`src/rtl/core/htfc_pkg.sv`:
```
// ----------------------------------------------------------------------------
// htfc_pkg
// types, constants and the crc-8 byte update of the frame checker
// ----------------------------------------------------------------------------
package htfc_pkg;

  localparam logic [7:0]  CRC_POLY    = 8'h31;
  localparam logic [7:0]  STATUS_MASK = 8'hFC;
  localparam logic [14:0] T_SCALE     = 15'd17572;
  localparam logic [14:0] RH_SCALE    = 15'd12500;
  localparam logic signed [15:0] T_OFFSET  = -16'sd4685;
  localparam logic signed [15:0] RH_OFFSET = -16'sd600;
  localparam logic KIND_TEMP  = 1'b0;
  localparam logic KIND_HUMID = 1'b1;

  typedef struct packed {
    logic [7:0] rx_byte;
    logic       frame_start;
    logic       measure_kind;
  } in_item_t;

  typedef struct packed {
    logic signed [14:0] value_centi;
    logic               kind_out;
    logic               crc_error;
  } out_item_t;

  // status of the transaction held in the input register
  typedef struct packed {
    logic        has_result;
    logic        crc_error;
    logic        kind;
    logic [15:0] raw;
  } frame_res_t;

  function automatic logic [7:0] crc_byte(input logic [7:0] crc, input logic [7:0] b);
    logic [7:0] c;
    c = crc ^ b;
    for (int k = 0; k < 8; k++) begin
      if (c[7]) begin
        c = {c[6:0], 1'b0} ^ CRC_POLY;
      end else begin
        c = {c[6:0], 1'b0};
      end
    end
    return c;
  endfunction

endpackage

```
`src/rtl/core/htfc_frame.sv`:
```
// ----------------------------------------------------------------------------
// htfc_frame
// byte position tracking, running crc and raw reading capture
// ----------------------------------------------------------------------------
module htfc_frame
  import htfc_pkg::*;
(
  input  logic       clk,
  input  logic       rst_n,
  input  in_item_t   item,
  input  logic       fire,
  output frame_res_t res
);

  typedef enum logic [1:0] {
    POS_HIGH  = 2'd0,
    POS_LOW   = 2'd1,
    POS_CHECK = 2'd2
  } pos_t;

  pos_t       pos_r, pos_nxt;
  logic [7:0] crc_r, crc_nxt;
  logic [7:0] high_r, high_nxt;
  logic [7:0] low_r, low_nxt;
  logic       kind_r, kind_nxt;

  assign res.has_result = !item.frame_start && (pos_r == POS_CHECK);
  assign res.crc_error  = (item.rx_byte != crc_r);
  assign res.kind       = kind_r;
  assign res.raw        = {high_r, low_r & STATUS_MASK};

  always_comb begin
    pos_nxt  = pos_r;
    crc_nxt  = crc_r;
    high_nxt = high_r;
    low_nxt  = low_r;
    kind_nxt = kind_r;
    if (fire) begin
      if (item.frame_start) begin
        kind_nxt = item.measure_kind;
        high_nxt = item.rx_byte;
        crc_nxt  = crc_byte(8'h00, item.rx_byte);
        pos_nxt  = POS_LOW;
      end else begin
        unique case (pos_r)
          POS_LOW: begin
            low_nxt = item.rx_byte;
            crc_nxt = crc_byte(crc_r, item.rx_byte);
            pos_nxt = POS_CHECK;
          end
          default: begin
            pos_nxt = POS_HIGH;
          end
        endcase
      end
    end
  end

  always_ff @(posedge clk) begin
    if (!rst_n) begin
      pos_r  <= POS_HIGH;
      crc_r  <= 8'h00;
      high_r <= 8'h00;
      low_r  <= 8'h00;
      kind_r <= KIND_TEMP;
    end else begin
      pos_r  <= pos_nxt;
      crc_r  <= crc_nxt;
      high_r <= high_nxt;
      low_r  <= low_nxt;
      kind_r <= kind_nxt;
    end
  end

endmodule

```
`config.mk`:
```
export PLATFORM = sky130hd
export DESIGN_NAME = htfc_frame
export DESIGN_NICKNAME = d
export VERILOG_FILES = /design/src/rtl/core/htfc_pkg.sv /design/src/rtl/core/htfc_frame.sv
export SDC_FILE = /design/constraint.sdc
export NUM_CORES = 1
export LEC_CHECK = 0
export BUFFER_PORTS_ARGS = -buffer_cell sky130_fd_sc_hd__clkbuf_2
export CAP_MARGIN = 30
export CORE_MARGIN = 5
export CORE_UTILIZATION = 57
export DETAILED_ROUTE_END_ITERATION = 6
export PLACE_DENSITY = 0.83
export SYNTH_ARGS = -nofsm -noshare
export SYNTH_HDL_FRONTEND = slang
export SYNTH_SLANG_ARGS = --single-unit
```
`constraint.sdc`:
```
create_clock -name clk -period 4.21 [get_ports clk]
set_clock_uncertainty 0.15 [all_clocks]
set_input_delay 0.842 -clock clk [delete_from_list [all_inputs] [get_ports clk]]
set_output_delay 0.842 -clock clk [all_outputs]
set_load 0.05 [all_outputs]
```
==> results by group <==
Run status
  – Status: complete, no violations

Place
  – Hpwl dp: 2.36 mm
  – GPL Wtd Cong: 0.850
  – Placed cells: 210
  – Port buffer count: 29

Global route
  – GRT Residual Overflow: 0
  – Global-route wire length before repair: approximately 5.2 mm
  – Largest net degree at the start of global routing: 24
  – Vias in the first global route: around 1.1k
  – Initial antenna violation count: 0
  – Tot GR Track Use: 0.189

Synth
  – Main synth FF type: dfxtp_1
  – Synth Instances: between 150 and 200
  – Fraction of registers with async set/reset: 0
  – Largest area contributor in the netlist: dfxtp_1
  – EDFF count, synth: 0
  – Synth Cell Area: 1450 um^2
  – Synth top area cells: dfxtp_1 34%, xnor2_1 16%, nand2_1 5.4%
  – Synth Register Bits: 25
  – Netlist cell types: 33
  – Synthesized area per cell: between 8 and 9 um^2
  – Syn. warnings: 0
  – Synth top area share: 0.345
  – Sequential area share after synthesis: 0.345

Clock tree
  – Clock Tree Root: clkbuf_4
  – CTS max path bufs: 2
  – Post-cts repair resize count: 0
  – Clock sinks: 25
  – Num CTS Buffers: 3
  – CTS Hold Bufs: 0
  – CTS tree: yes
  – Clock Latency Late Sink: 0.33 ns
  – Clk pin slew, worst setup/hold paths: about 0.13 ns
  – Htree depth: 1
  – Post-CTS Setup Repair Bufs: 0

Drt
  – Final WL: a little over 3 mm
  – DRC viols: 0
  – DR iter-0 viols: 39
  – Drt wl/cell: 14.4 um
  – Final ANT Viol Nets: 0
  – Via count: 1162
  – First-pass iteration count of the detailed router: 5
  – Avg Vias per Cell: 5.43

Finish
  – Area growth syn-to-layout: 7.32%
  – Final Instance Count excl. Fillers: about 210
  – # diodes: 0
  – # nets final: 198
  – Share of cells above drive strength 1: 0.207

Critical path
  – Crit-path max FO: 6
  – CP startpoint kind: primary input
  – Worst Setup End Kind: output pin
  – CP arrival: 2.30 ns
  – Kind of critical path: primary input to output pin
  – CP Data Required Time: 3.22 ns

Timing
  – RSZ-0062 raised after global routing: no
  – Slew at the pin with the worst max-slew slack: 0.694 ns
  – Max Freq: 304 MHz
  – Hold Fails Final Rpt: 0
  – Fin crit share: 0.782
  – Final Max Slew Viols: 0
  – Setup-failing EPs final: 0
  – Final worst path period need: around 3.3 ns
  – Setup TNS: 0 ns
  – Relative slew slack: 0.537

Run
  – Max-cap viol count: 0

Floorplanning
  – Die Width: 60.5 um
  – Core box area: 2450 um^2
  – Starting density of the core: 0.592
  – Row count: 18
  – I/O Pins: 32
  – Die area: ~3700 um^2
  – Die height: 60.5 um

Pwr
  – Worst vdd ir: 0.299 mV
  – Power Dens Cells: ~370 nW/um^2
  – Leak: 0.620 nW

Worst hold path
  – Hold Crit Class: register to register
[metrics by stage]
stage / power [mW] / area, um^2 / utilization / worst slack, ns / hold slack (ns)
after floorplan: 0.441 / 1460 / - / 1.03 / 0.287
after global placement: 0.460 / 1530 / 0.624 / 1.02 / 0.291
after detailed placement: 0.467 / 1530 / 0.624 / 0.921 / 0.297
after CTS: 0.574 / 1560 / 0.635 / 0.922 / 0.315
after global routing: 0.605 / 1560 / 0.635 / 0.876 / 0.347
final: 0.571 / 1560 / 0.635 / 0.919 / 0.318
[worst max-delay path: stages]
cell and delay, ns:
clkbuf_2 0.15, xnor2_1 0.43, nand2_1 0.11, or4_1 0.50, clkbuf_2 0.26
[worst paths after layout]
kind / from / to / slack [ns] / cells past startpoint
worst max-delay path: item[9] / res[17] / 0.92 / 5
worst min-delay path: high_r[0]$_SDFFE_PN0P_ / high_r[0]$_SDFFE_PN0P_ / 0.32 / 2
worst max register to register: crc_r[3]$_SDFFE_PN0P_ / crc_r[0]$_SDFFE_PN0P_ / 2.38 / 5
worst min register to register: high_r[0]$_SDFFE_PN0P_ / high_r[0]$_SDFFE_PN0P_ / 0.32 / 2
[flip-flops by register name (all words and copies together), names as in the netlist]
name / cells
low_r: 6
pos_r: 2
high_r: 8
kind_r: 1
crc_r: 8
[area by class of cell]
cell class              instances  area (um^2)
repair buffers                 30          153
inverters                       2         7.51
well taps                      30         37.5
clock buffers                   3         22.5
fillers                       211          896
flip-flops and latches         25          500
clock inverters                 1         5.00
multi-input cells             123          833
[Yosys cell counts, types with 3 or more instances]
library cell,instances
buf_4,5
clkbuf_1,6
nor2b_1,3
dfxtp_1,25
nand2_1,21
a21oi_1,13
buf_6,4
nor2_1,17
xnor2_1,26
xor2_1,8
and2_1,3
mux2i_1,6
[per-layer routing]
metal	vias up	wire length, um	share of wire	track usage
met5	-	0	0	0
met3	6	200	0.065	0.0426
met1	539	1360	0.44	0.245
met2	42	1470	0.48	0.309
met4	0	61	0.020	0.0743
li1	575	-	-	-
[power by group]
part	internal [mW]	switching, mW
clock network	0.0357	0.0728
logic	0.0880	0.108
registers	0.250	0.0162
total	0.374	0.197
[cells by family (layout without fill, tap and decap cells)]
| family | count (synthesis) | count (layout) | synth area share |
|---|---|---|---|
| simple gates | 52 | 52 | 0.158 |
| buf+inv | 19 | 36 | 0.0844 |
| xor+xnor | 38 | 38 | 0.260 |
| other cells | 1 | 2 | 0.00258 |
| mux | 6 | 6 | 0.0413 |
| compound gates | 25 | 25 | 0.109 |
| flops | 25 | 25 | 0.345 |
[placed cells by master (no fill, tap or decap), types with 6 or more instances in the layout]
master	count
nor2_1	17
xor2_1	8
clkbuf_2	29
dfxtp_1	25
xnor2_1	26
nand2_1	21
mux2i_1	6
a21oi_1	13
(Power assumes the default switching activity.)
